## src/arcs_pkg.sv

```systemverilog
// Shared types and constants for the auto-ranging channel scaler.
// Used by arcs_front, arcs_back, the top level and the testbench; depends on nothing.
package arcs_pkg;

  localparam logic [1:0] FUNC_SAMPLE = 2'd0;
  localparam logic [1:0] FUNC_DAMPEN = 2'd1;
  localparam logic [1:0] FUNC_CLEAR  = 2'd2;

  localparam logic [15:0] LOW_RESET  = 16'hFFFF;
  localparam logic [15:0] HIGH_RESET = 16'h0000;
  localparam logic [15:0] SPAN_RESET = 16'd500;
  localparam logic [6:0]  AMOUNT_MAX = 7'd100;

  // floor(x / 100) == (x * RECIP_100) >> RECIP_SHIFT for every x below 2^23.
  localparam logic [23:0] RECIP_100   = 24'd10737419;
  localparam int          RECIP_SHIFT = 30;

  typedef struct packed {
    logic [1:0]  op;
    logic [7:0]  channel;
    logic [15:0] sample;
    logic [6:0]  amount;
  } item_t;

endpackage

```

## src/arcs_front.sv

```systemverilog
// Front end: accepts requests, drops those with no effect, clamps the
// dampen amount and queues the rest. Depends on arcs_pkg.
module arcs_front #(
  parameter int CHANNELS = 256
) (
  input  logic               clk,
  input  logic               rst,
  input  logic               en,
  input  logic               in_valid,
  output logic               in_ready,
  input  logic [1:0]         func,
  input  logic [7:0]         channel,
  input  logic [15:0]        sample,
  input  logic [15:0]        damp_amount,
  output logic               head_valid,
  output arcs_pkg::item_t    head,
  input  logic               head_pop
);

  arcs_pkg::item_t q [2];
  logic            wr_ptr;
  logic            rd_ptr;
  logic [1:0]      count;
  logic            keep;
  logic            push;
  arcs_pkg::item_t entry;

  assign in_ready   = en && (count != 2'd2);
  assign head_valid = (count != 2'd0);
  assign head       = q[rd_ptr];

  always_comb begin
    case (func)
      arcs_pkg::FUNC_SAMPLE: keep = ({24'd0, channel} < 32'(CHANNELS));
      arcs_pkg::FUNC_DAMPEN: keep = 1'b1;
      arcs_pkg::FUNC_CLEAR:  keep = 1'b1;
      default:               keep = 1'b0;
    endcase
    entry.op      = func;
    entry.channel = channel;
    entry.sample  = sample;
    entry.amount  = (damp_amount > {9'd0, arcs_pkg::AMOUNT_MAX}) ?
                    arcs_pkg::AMOUNT_MAX : damp_amount[6:0];
  end

  assign push = in_valid && in_ready && keep;

  always_ff @(posedge clk) begin
    if (push) begin
      q[wr_ptr] <= entry;
    end
    if (rst) begin
      wr_ptr <= 1'b0;
      rd_ptr <= 1'b0;
      count  <= 2'd0;
    end else begin
      if (push) begin
        wr_ptr <= !wr_ptr;
      end
      if (head_pop) begin
        rd_ptr <= !rd_ptr;
      end
      case ({push, head_pop})
        2'b10:   count <= count + 2'd1;
        2'b01:   count <= count - 2'd1;
        default: count <= count;
      endcase
    end
  end

endmodule

```

## config.mk

```make
export PLATFORM = sky130hd
export DESIGN_NAME = arcs_front
export DESIGN_NICKNAME = d
export VERILOG_FILES = /design/src/arcs_pkg.sv /design/src/arcs_front.sv
export SDC_FILE = /design/constraint.sdc
export NUM_CORES = 1
export LEC_CHECK = 0
export ABC_AREA = 0
export BUFFER_PORTS_ARGS = -buffer_cell sky130_fd_sc_hd__buf_2
export CAP_MARGIN = 20
export CORE_ASPECT_RATIO = 1.2
export CORE_MARGIN = 2
export CORE_UTILIZATION = 40
export DETAILED_ROUTE_END_ITERATION = 12
export SYNTH_ARGS = -nofsm -noshare
export SYNTH_HDL_FRONTEND = slang
export SYNTH_SLANG_ARGS = --single-unit
```

## constraint.sdc

```tcl
create_clock -name clk -period 2.9 [get_ports clk]
set_input_delay 0.58 -clock clk [delete_from_list [all_inputs] [get_ports clk]]
set_output_delay 0.58 -clock clk [all_outputs]
set_load 0.02 [all_outputs]
```

# ---- Word-level counts from Yosys, hierarchy flattened
# Memories as Yosys holds them, arrays and structs flattened. A register that Yosys moved wholly into a read port is not among the register bits.
# Cells that the tools add are included.
# Widths: inputs -> output; s select.
dict set report word_totals {
  ff_bits 4
  ramBits 66
  input_bits 47
  memories 1
}
# name depth word_bits read_ports rd_ports_with_merged_regs wr line
set mem_list {}
lappend mem_list {q 2 33 1 1 1 arcs_front.sv:20} ;# arcs_pkg::item_t q [2];
dict set report classes {
  add_sub_neg 2
  magnitude_cmp 1
  n_eq_ne 5
  n_mux 7
  reduce_logical 9
}
# operator n
set ops {}
lappend ops {{$gt 16x7->1 const B} 1}
lappend ops {{$mux 7} 1}
lappend ops {{$mux 1} 5}
lappend ops {{$eq 2x1->1 const B} 2}
lappend ops {{$eq 2x2->1 const B} 2}
lappend ops {{$pmux 2 s2} 1}
lappend ops {{$reduce_bool 2->1} 2}
lappend ops {{$logic_and 1x1->1} 3}
lappend ops {{$reduce_or 3->1} 1}
lappend ops {{$add 2x1->2 const B} 1}
lappend ops {{$logic_not 1->1} 2}
lappend ops {{$logic_not 2->1} 1}
lappend ops {{$ne 2x2->1 const B} 1}
lappend ops {{$sub 2x1->2 const B} 1}

# ---- Logic depth before layout (Yosys ltp)
# Gate-level depths: netlist of the first run.
dict set report depth {
  ltp_word 6
  depth_mapped 6
  ltp_nobuf 6
}

# ---- Least setup slack after synthesis of the first run
# OpenSTA, ideal clock, no wires.
dict set report synth_timing {
  path_type {input port to flip-flop}
  startpoint {in func[0]}
  endpoint {mem q[0][0] (netlist bit) (enable)}
  setup_time_ns 0.423
  arrival_ns 2.227
  required_time_ns 2.477
  path_slack_ns 0.250
  stages 3
  cell_sequence {nand2_1 -> nand4_1 -> nor2_1}
}
dict set report synth_via {
  elab_chain_cells 6
  word_cells_on_any_way 8
  cone_classes {2 x eq/ne; 3 x mux; 3 x reduce/logical}
}
# element line
set synth_rtl {}
lappend synth_rtl {{start, declared} arcs_front.sv:11} ;# input logic [1:0] func,
lappend synth_rtl {{$eq 2x2->1 (tied with other cells)} arcs_front.sv:33} ;# case (func)
lappend synth_rtl {{$reduce_or 3->1 (no source line) *} -}
lappend synth_rtl {{$mux 1 *} arcs_front.sv:33}
lappend synth_rtl {{$logic_and 1x1->1 *} arcs_front.sv:46} ;# assign push = in_valid && in_ready && keep;
lappend synth_rtl {{$mux 1 *} arcs_front.sv:49} ;# if (push) begin
lappend synth_rtl {{$mux 1 (implied by the code) *} arcs_front.sv:50} ;# q[wr_ptr] <= entry;
lappend synth_rtl {{end, declared} arcs_front.sv:20}
# Every way passes the cells marked *; elsewhere a longest branch is shown, timed or not.

==> results of run 1 <==
worst min path at each step:
stage | end | cells after the start | slack [ns]
after detailed placement | count[1]$_SDFFE_PP0P_ | 2 | 0.50
final | q[1][27]$_DFFE_PP_ | 1 | 0.44
after floorplan | count[1]$_SDFFE_PP0P_ | 2 | 0.46
after global routing | q[0][27]$_DFFE_PP_ | 1 | 0.42
after CTS | q[1][27]$_DFFE_PP_ | 1 | 0.42
after global placement | count[1]$_SDFFE_PP0P_ | 2 | 0.49
report_power, final:
part           switching, mW  internal [mW]
Clock                  0.319          0.417
Sequential            0.0130           1.16
Combinational          0.155          0.119
Total                  0.487           1.70
critical path, delay by kind of cell, from the launching register on:
kind                   cells  cell delay, ns
buffers and inverters      2            0.44
DFF                        1            0.32
muxes                      1            0.38
final cells by class:
type,count,area [µm²]
fillers,607,3260
flip-flops and latches,71,2080
multi-input cells,69,644
repair buffers,85,435
clock buffers,12,145
well taps,87,109
clock inverters,4,46.3
inverters,1,3.75
layout by cell type (no fill, tap or decap), types with 2 or more instances in the layout:
cell type and n:
sky130_fd_sc_hd__buf_2 81, sky130_fd_sc_hd__edfxtp_1 66, sky130_fd_sc_hd__mux2_2 34, sky130_fd_sc_hd__clkbuf_8 10, sky130_fd_sc_hd__nor2_1 7, sky130_fd_sc_hd__dfxtp_1 5, sky130_fd_sc_hd__buf_4 4, sky130_fd_sc_hd__or3_1 3
sky130_fd_sc_hd__nor4_4 2, sky130_fd_sc_hd__nand2_1 2, sky130_fd_sc_hd__and2_1 2, sky130_fd_sc_hd__nor4b_1 2, sky130_fd_sc_hd__nand3b_1 2, sky130_fd_sc_hd__nor2_4 2, sky130_fd_sc_hd__xnor2_1 2, sky130_fd_sc_hd__clkbuf_1 2
sequential cells by signal, indices dropped and copies added (netlist names), named ones only:
| signal | cells |
|---|---|
| wr_ptr | 1 |
| q | 66 |
| rd_ptr | 1 |
| count | 2 |
through the flow:
step,utilization,instances,setup WS [ns]
6_report,0.515,329,0.855
5_1_grt,0.515,329,0.787
4_1_cts,0.515,329,0.819
3_5_place_dp,0.487,313,0.845
3_3_place_gp,0.487,313,0.889
2_1_floorplan,-,145,0.250
cells by family (layout without fill, tap and decap cells):
| family | after synthesis | count (layout) | synth area share |
|---|---|---|---|
| multiplexers | 34 | 34 | 0.140 |
| flip-flops | 71 | 71 | 0.762 |
| adder cells (fa/ha/maj) | 1 | 1 | 0.00458 |
| AND/OR/NAND/NOR | 27 | 27 | 0.0664 |
| buffers and inverters | 5 | 102 | 0.00823 |
| AO/OA/AOI/OAI | 4 | 4 | 0.00961 |
| XOR/XNOR | 3 | 3 | 0.00961 |
metal layers:
layer | track usage | wire, µm
met4 | 0.0733 | 53
met3 | 0.0315 | 278
met2 | 0.223 | 2360
met5 | 0 | 0
met1 | 0.142 | 1860
==> implementation parameters, run 1 <==
Parameter                              Value

Global route
  Aggregate global-route resource usage ... 0.128
  Pin count of the biggest net entering global routing ... 34
  Via count of the first global-routing pass ... 1532
  GR Overflow Total ... 0
  Antenna violations before repair ... 0
  Wire length of the first global-routing pass ... 6950 µm

Clock network
  Sinks on the clock net ... 71
  Clock tree root driver cell ... sky130_fd_sc_hd__clkbuf_8
  # resized after CTS ... 0
  Insertion delay to the later sink of the worst-skew pair ... 0.32 ns
  Bufs on Longest Clock Path ... 2
  Clk pin slew, worst setup/hold paths ... 0.07 ns
  Buffer count from post-CTS setup fixing ... 0
  Clock buffer count from CTS ... 9
  Clock tree from TritonCTS ... done
  Post-cts hold buffer count ... 0
  H-tree levels ... 3

Detailed routing
  Antenna viol nets, final ... 0
  Residual DRC count ... 0
  Total iterations of the first detailed-routing run ... 4
  Via count normalized by instance count ... 4.75
  Wire length per cell ... 13.9 µm
  Total number of vias ... 1564
  Initial detailed-routing violation count ... 59
  Post-detailed-routing wire length ... 4560 µm

Die
  Chip height ... 94.6 µm
  Number of top-level pins ... 82
  Die width ... 79.5 µm
  Starting utilization of the core area ... 0.406
  CORE AREA ... 6730 µm²
  Die area ... 7510 µm²
  Total number of placement rows ... 33

STA
  Fmax achieved ... 0.489 GHz
  Final critical-path required period ... 2.05 ns
  Accumulated negative setup slack ... 0 ns
  Relative max-transition margin ... 0.697
  Period Utilization, post-route ... 0.705
  Setup repair after global routing missed its margin ... no
  Final number of max-transition violations ... 0
  Final-report setup violation count ... 0
  Clock tree skew after final layout ... 0.00842 ns
  Hold WS ... 0.444 ns
  Final-report hold violation count ... 0
  Actual transition at the worst max-transition pin ... 0.454 ns

Power
  Leakage power summed over all cells ... 1.29 nW
  PwrDens ... 630 nW/µm²
  Power, Total ... 2.18 mW
  Worst-case vdd ir drop ... 0.355 mV

Yosys
  Top cell type's share of synthesized area ... 0.725
  Combined area of all synthesized cells ... 2730 µm²
  Dominant cell by count in the synthesized netlist ... sky130_fd_sc_hd__edfxtp_1
  Number of synthesized register bits ... 71
  Synth Net Count ... 193
  Sequential-to-total area share from yosys stat ... 0.762
  Syn avg cell area ... 18.9 µm²
  Cell type with the largest total area after synthesis ... sky130_fd_sc_hd__edfxtp_1
  Instance count of the mapped netlist ... 145
  Number of synthesized flops with an enable pin ... 66
  Count of warnings emitted by yosys ... 0
  Netlist cell types ... 25
  Cell types with the highest counts after synthesis ... sky130_fd_sc_hd__edfxtp_1 (66), sky130_fd_sc_hd__mux2_2 (34), sky130_fd_sc_hd__nor2_1 (9), sky130_fd_sc_hd__dfxtp_1 (5)
  Synth Flop Type ... sky130_fd_sc_hd__edfxtp_1
  Fraction of synthesis flops using an asynchronous set or reset pin ... 0
  Area contributors post-synth ... sky130_fd_sc_hd__edfxtp_1 (72%), sky130_fd_sc_hd__mux2_2 (14%), sky130_fd_sc_hd__dfxtp_1 (3.7%), sky130_fd_sc_hd__nor4_4 (1.6%), sky130_fd_sc_hd__nor2_1 (1.2%)

Placed design
  Post-Place Cell Area ... 3270 µm²
  Half-perimeter wire length of the detailed placement result ... 3160 µm
  Count of port buffers added during placement ... 81
  Routability Congestion ... 0.695

Setup path
  Critical-path cell list ... buf_4 -> mux2_2 -> buf_2
  Kind of end point of the critical path ... output pin
  Critical path destination ... head[20]
  Arrival time reported for the critical path endpoint ... 1.47 ns
  Crit path kind ... flop to output pin
  Startpoint kind of the worst setup timing path ... flop
  Path depth of the worst reg2reg path ... 5
  Endpoint required time on the critical path ... 2.32 ns
  FF-to-FF Start ... count[0]$_SDFFE_PP0P_
  Slowest-stage cell, CP ... sky130_fd_sc_hd__mux2_2
  Worst-case register-to-register setup slack ... 1.10 ns
  Slowest cell delay on critical path ... 0.38 ns
  Terminus of the critical flop-to-flop path ... count[1]$_SDFFE_PP0P_
  Highest fanout seen on the critical path ... 20

Layout
  Layout cell share with drive strength beyond 1 ... 0.566
  Final cell area excluding filler cells ... 3470 µm²
  Number of nets in the final layout ... 285
  Synthesis-to-layout area growth ... 26.8%
  Antenna Cells ... 0

Run status
  Result of the run ... completed

Run
  Maximum Capacitance Violations ... 0

Hold path
  Worst Min Path Start ... channel[4]
  Type of the most critical hold path ... input pin to flop
No activity file was read; power rests on OpenSTA's default activity.
==> run 2, diff against run 1 <==
--- a/config.mk
+++ b/config.mk
@@ -12,6 +12,7 @@
 export CORE_MARGIN = 2
 export CORE_UTILIZATION = 40
 export DETAILED_ROUTE_END_ITERATION = 12
+export PLACE_DENSITY = 0.67
 export SYNTH_ARGS = -nofsm -noshare
 export SYNTH_HDL_FRONTEND = slang
 export SYNTH_SLANG_ARGS = --single-unit
==> constraint.sdc (replaced) <==
create_clock -name clk -period 1.7 [get_ports clk]
set_input_delay 0.34 -clock clk [delete_from_list [all_inputs] [get_ports clk]]
set_output_delay 0.34 -clock clk [all_outputs]
set_load 0.02 [all_outputs]
==> run 2 against run 1 <==
Compared with the run above: the flow now finishes with violations (setup timing); sequential power rose by 72%; global-route usage grew 0.97 points; cell count up 1.2%; via count up 2.2%; sequential share of layout area shrank 3.7 points; setup slack got worse by 0.90 ns; non-clock buffer count is 4 higher; register-to-register slack got worse by 0.98 ns; clock-buffer cell count unchanged; combinational power rose by 99%; critical path depth is the same; critical endpoint is now head[4]; largest power group unchanged.
==> implementation parameters, run 2 (synthesis gave the netlist of run 1 again) <==
Parameter                              Value

STA
  Period Utilization, post-route ... 1.02
  Final critical-path required period ... 1.74 ns
  Fmax achieved ... 0.574 GHz
  Final setup slack of the worst path ... -0.0418 ns (was 0.855 ns)
  Actual transition at the worst max-transition pin ... 0.399 ns (was 0.454 ns)
  Hold WS ... 0.198 ns (was 0.444 ns)
  Final-report hold violation count ... 0 (unchanged)
  Relative max-transition margin ... 0.730 (was 0.697)
  Final-report setup violation count ... 25 (was 0)
  Accumulated negative setup slack ... -0.493 ns (was 0 ns)
  Clock tree skew after final layout ... 0.00885 ns (was 0.00842 ns)
  Setup repair after global routing missed its margin ... yes (was no)
  Final number of max-transition violations ... 0 (unchanged)

Placed design
  Half-perimeter wire length of the detailed placement result ... 3330 µm (was 3160 µm)
  Post-Place Cell Area ... 3350 µm² (was 3270 µm²)
  Routability Congestion ... 0.747 (was 0.695)
  Pre-CTS worst setup slack ... 0.0749 ns (was 0.845 ns)
  Count of port buffers added during placement ... 81 (unchanged)

Layout
  Final cell area excluding filler cells ... 3700 µm² (was 3470 µm²)
  Layout cell share with drive strength beyond 1 ... 0.573 (was 0.566)
  Number of nets in the final layout ... 289 (was 285)
  Number of flip-flops in the largest register ... 66 (unchanged)
  Commonest cells after routing, fill and taps aside ... sky130_fd_sc_hd__buf_2 (72), sky130_fd_sc_hd__edfxtp_1 (66), sky130_fd_sc_hd__mux2_2 (26), sky130_fd_sc_hd__clkbuf_8 (9) (was sky130_fd_sc_hd__buf_2 (81), sky130_fd_sc_hd__edfxtp_1 (66), sky130_fd_sc_hd__mux2_2 (34), sky130_fd_sc_hd__clkbuf_8 (10), sky130_fd_sc_hd__nor2_1 (7))
  Synthesis-to-layout area growth ... 35.4% (was 26.8%)
  Reg with most FFs ... q (unchanged)
  Antenna Cells ... 0 (unchanged)
  Most common cell after layout, fill and taps aside ... sky130_fd_sc_hd__buf_2 (unchanged)
  Registers with the most flip-flops ... q (66), count (2) (unchanged)
  Share of the core filled with cells in the final layout ... 0.550 (was 0.515)

Setup path
  Worst-case register-to-register setup slack ... 0.12 ns (was 1.10 ns)
  Startpoint kind of the worst setup timing path ... flop (unchanged)
  Highest fanout seen on the critical path ... 10 (was 20)
  Terminus of the critical flop-to-flop path ... count[1]$_SDFFE_PP0P_ (unchanged)
  Endpoint required time on the critical path ... 1.36 ns (was 2.32 ns)
  Path depth of the worst reg2reg path ... 5 (unchanged)
  Kind of end point of the critical path ... output pin (unchanged)
  Arrival time reported for the critical path endpoint ... 1.40 ns (was 1.47 ns)
  FF-to-FF Start ... count[0]$_SDFFE_PP0P_ (unchanged)
  Crit path kind ... flop to output pin (unchanged)

Hold path
  End point of the worst hold path ... q[1][9]$_DFFE_PP_ (was q[1][27]$_DFFE_PP_)
  Worst Hold Path Cells ... 1 (unchanged)
  Worst Min Path Start ... sample[2] (was channel[4])
  Type of the most critical hold path ... input pin to flop (unchanged)

Detailed routing
  Wire length per cell ... 15.2 µm (was 13.9 µm)
  Wire length on met1 ... 2060 µm (was 1860 µm)
  Via count normalized by instance count ... 4.80 (was 4.75)
  Antenna viol nets, final ... 0 (unchanged)
  Post-detailed-routing wire length ... 5060 µm (was 4560 µm)
  Total number of vias ... 1598 (was 1564)
  Initial detailed-routing violation count ... 50 (was 59)
  Residual DRC count ... 0 (unchanged)
  Met2 routed WL ... 2740 µm (was 2360 µm)
  DR WL met3 ... 181 µm (was 278 µm)
  Total iterations of the first detailed-routing run ... 4 (unchanged)
  Topmost layer with routed signal wires ... met4 (unchanged)

Clock network
  Sinks on the clock net ... 71 (unchanged)
  Clk pin slew, worst setup/hold paths ... 0.07 ns (about the same)
  Clock tree root driver cell ... sky130_fd_sc_hd__clkbuf_8 (unchanged)
  Bufs on Longest Clock Path ... 2 (unchanged)
  Clock tree from TritonCTS ... done (unchanged)
  H-tree levels ... 3 (unchanged)
  Buffer count from post-CTS setup fixing ... 0 (unchanged)
  Insertion delay to the later sink of the worst-skew pair ... 0.33 ns (was 0.32 ns)
  Clock buffer count from CTS ... 9 (unchanged)
  Post-cts hold buffer count ... 0 (unchanged)

Die
  Starting utilization of the core area ... 0.406 (unchanged)
  CORE AREA ... 6730 µm² (unchanged)
  Die width ... 79.5 µm (unchanged)
  Total number of placement rows ... 33 (unchanged)
  Die area ... 7510 µm² (unchanged)
  Chip height ... 94.6 µm (unchanged)
  Number of top-level pins ... 82 (unchanged)

Global route
  Via count of the first global-routing pass ... 1601 (was 1532)
  Aggregate global-route resource usage ... 0.138 (was 0.128)
  Wire length of the first global-routing pass ... 7590 µm (was 6950 µm)
  Antenna violations before repair ... 0 (unchanged)
  Pin count of the biggest net entering global routing ... 21 (was 34)
  GR Overflow Total ... 0 (unchanged)

Power
  Worst-case vdd ir drop ... 0.714 mV (was 0.355 mV)
  Leakage power summed over all cells ... 1.40 nW (was 1.29 nW)
  PwrDens ... 1110 nW/µm² (was 630 nW/µm²)

Run
  Maximum Capacitance Violations ... 0 (unchanged)

Run status
  Result of the run ... finished with violations (was completed)
  Violations in the final reports ... setup timing
## run 2: per-stage QoR
stage               power [mW]  cells
global route              4.26    333
finish                    4.10    333
detailed placement        2.54    316
global placement          2.53    316
floorplan                 2.33    145
CTS                       4.12    333
## run 2: critical path, cell delays in order, from the launching register on
cell and delay (ns):
sky130_fd_sc_hd__dfxtp_4 0.41, sky130_fd_sc_hd__buf_12 0.16, sky130_fd_sc_hd__mux2_2 0.35, sky130_fd_sc_hd__buf_2 0.16
## run 2: worst max-delay path by stage
stage                        endpoint  slack [ns]
floorplan           q[0][0]$_DFFE_PP_       -0.29
detailed placement  q[1][2]$_DFFE_PP_        0.07
CTS                           head[4]       -0.08
global placement    q[0][2]$_DFFE_PP_        0.11
finish                        head[4]       -0.04
global route                 head[23]       -0.11
## run 2: metal layers
layer,global-route usage,up-vias
met4,0.0575,0
met2,0.242,43
met1,0.153,789
met3,0.0449,8
met5,0,-
li1,-,758
## run 2: report_power, final
part           internal [mW]  leakage [nW]  switching (mW)  total (mW)
clock                  0.973         0.112           0.576        1.55
combinational          0.268         0.629           0.278       0.546
sequential              1.98         0.659          0.0295        2.01
## run 2: area by class of cell
type	count	area, µm²
Timing Repair Buffer	89	601
Sequential cell	71	2090
Inverter	1	3.75
Clock inverter	4	93.8
Tap cell	87	109
Multi-Input combinational cell	69	674
Fill cell	553	3030
Clock buffer	12	135
## run 2: repair_timing
action	4_1_cts	5_1_grt
cloned	1	0
endpoints found under the setup margin	33	33
resized for setup	12	19
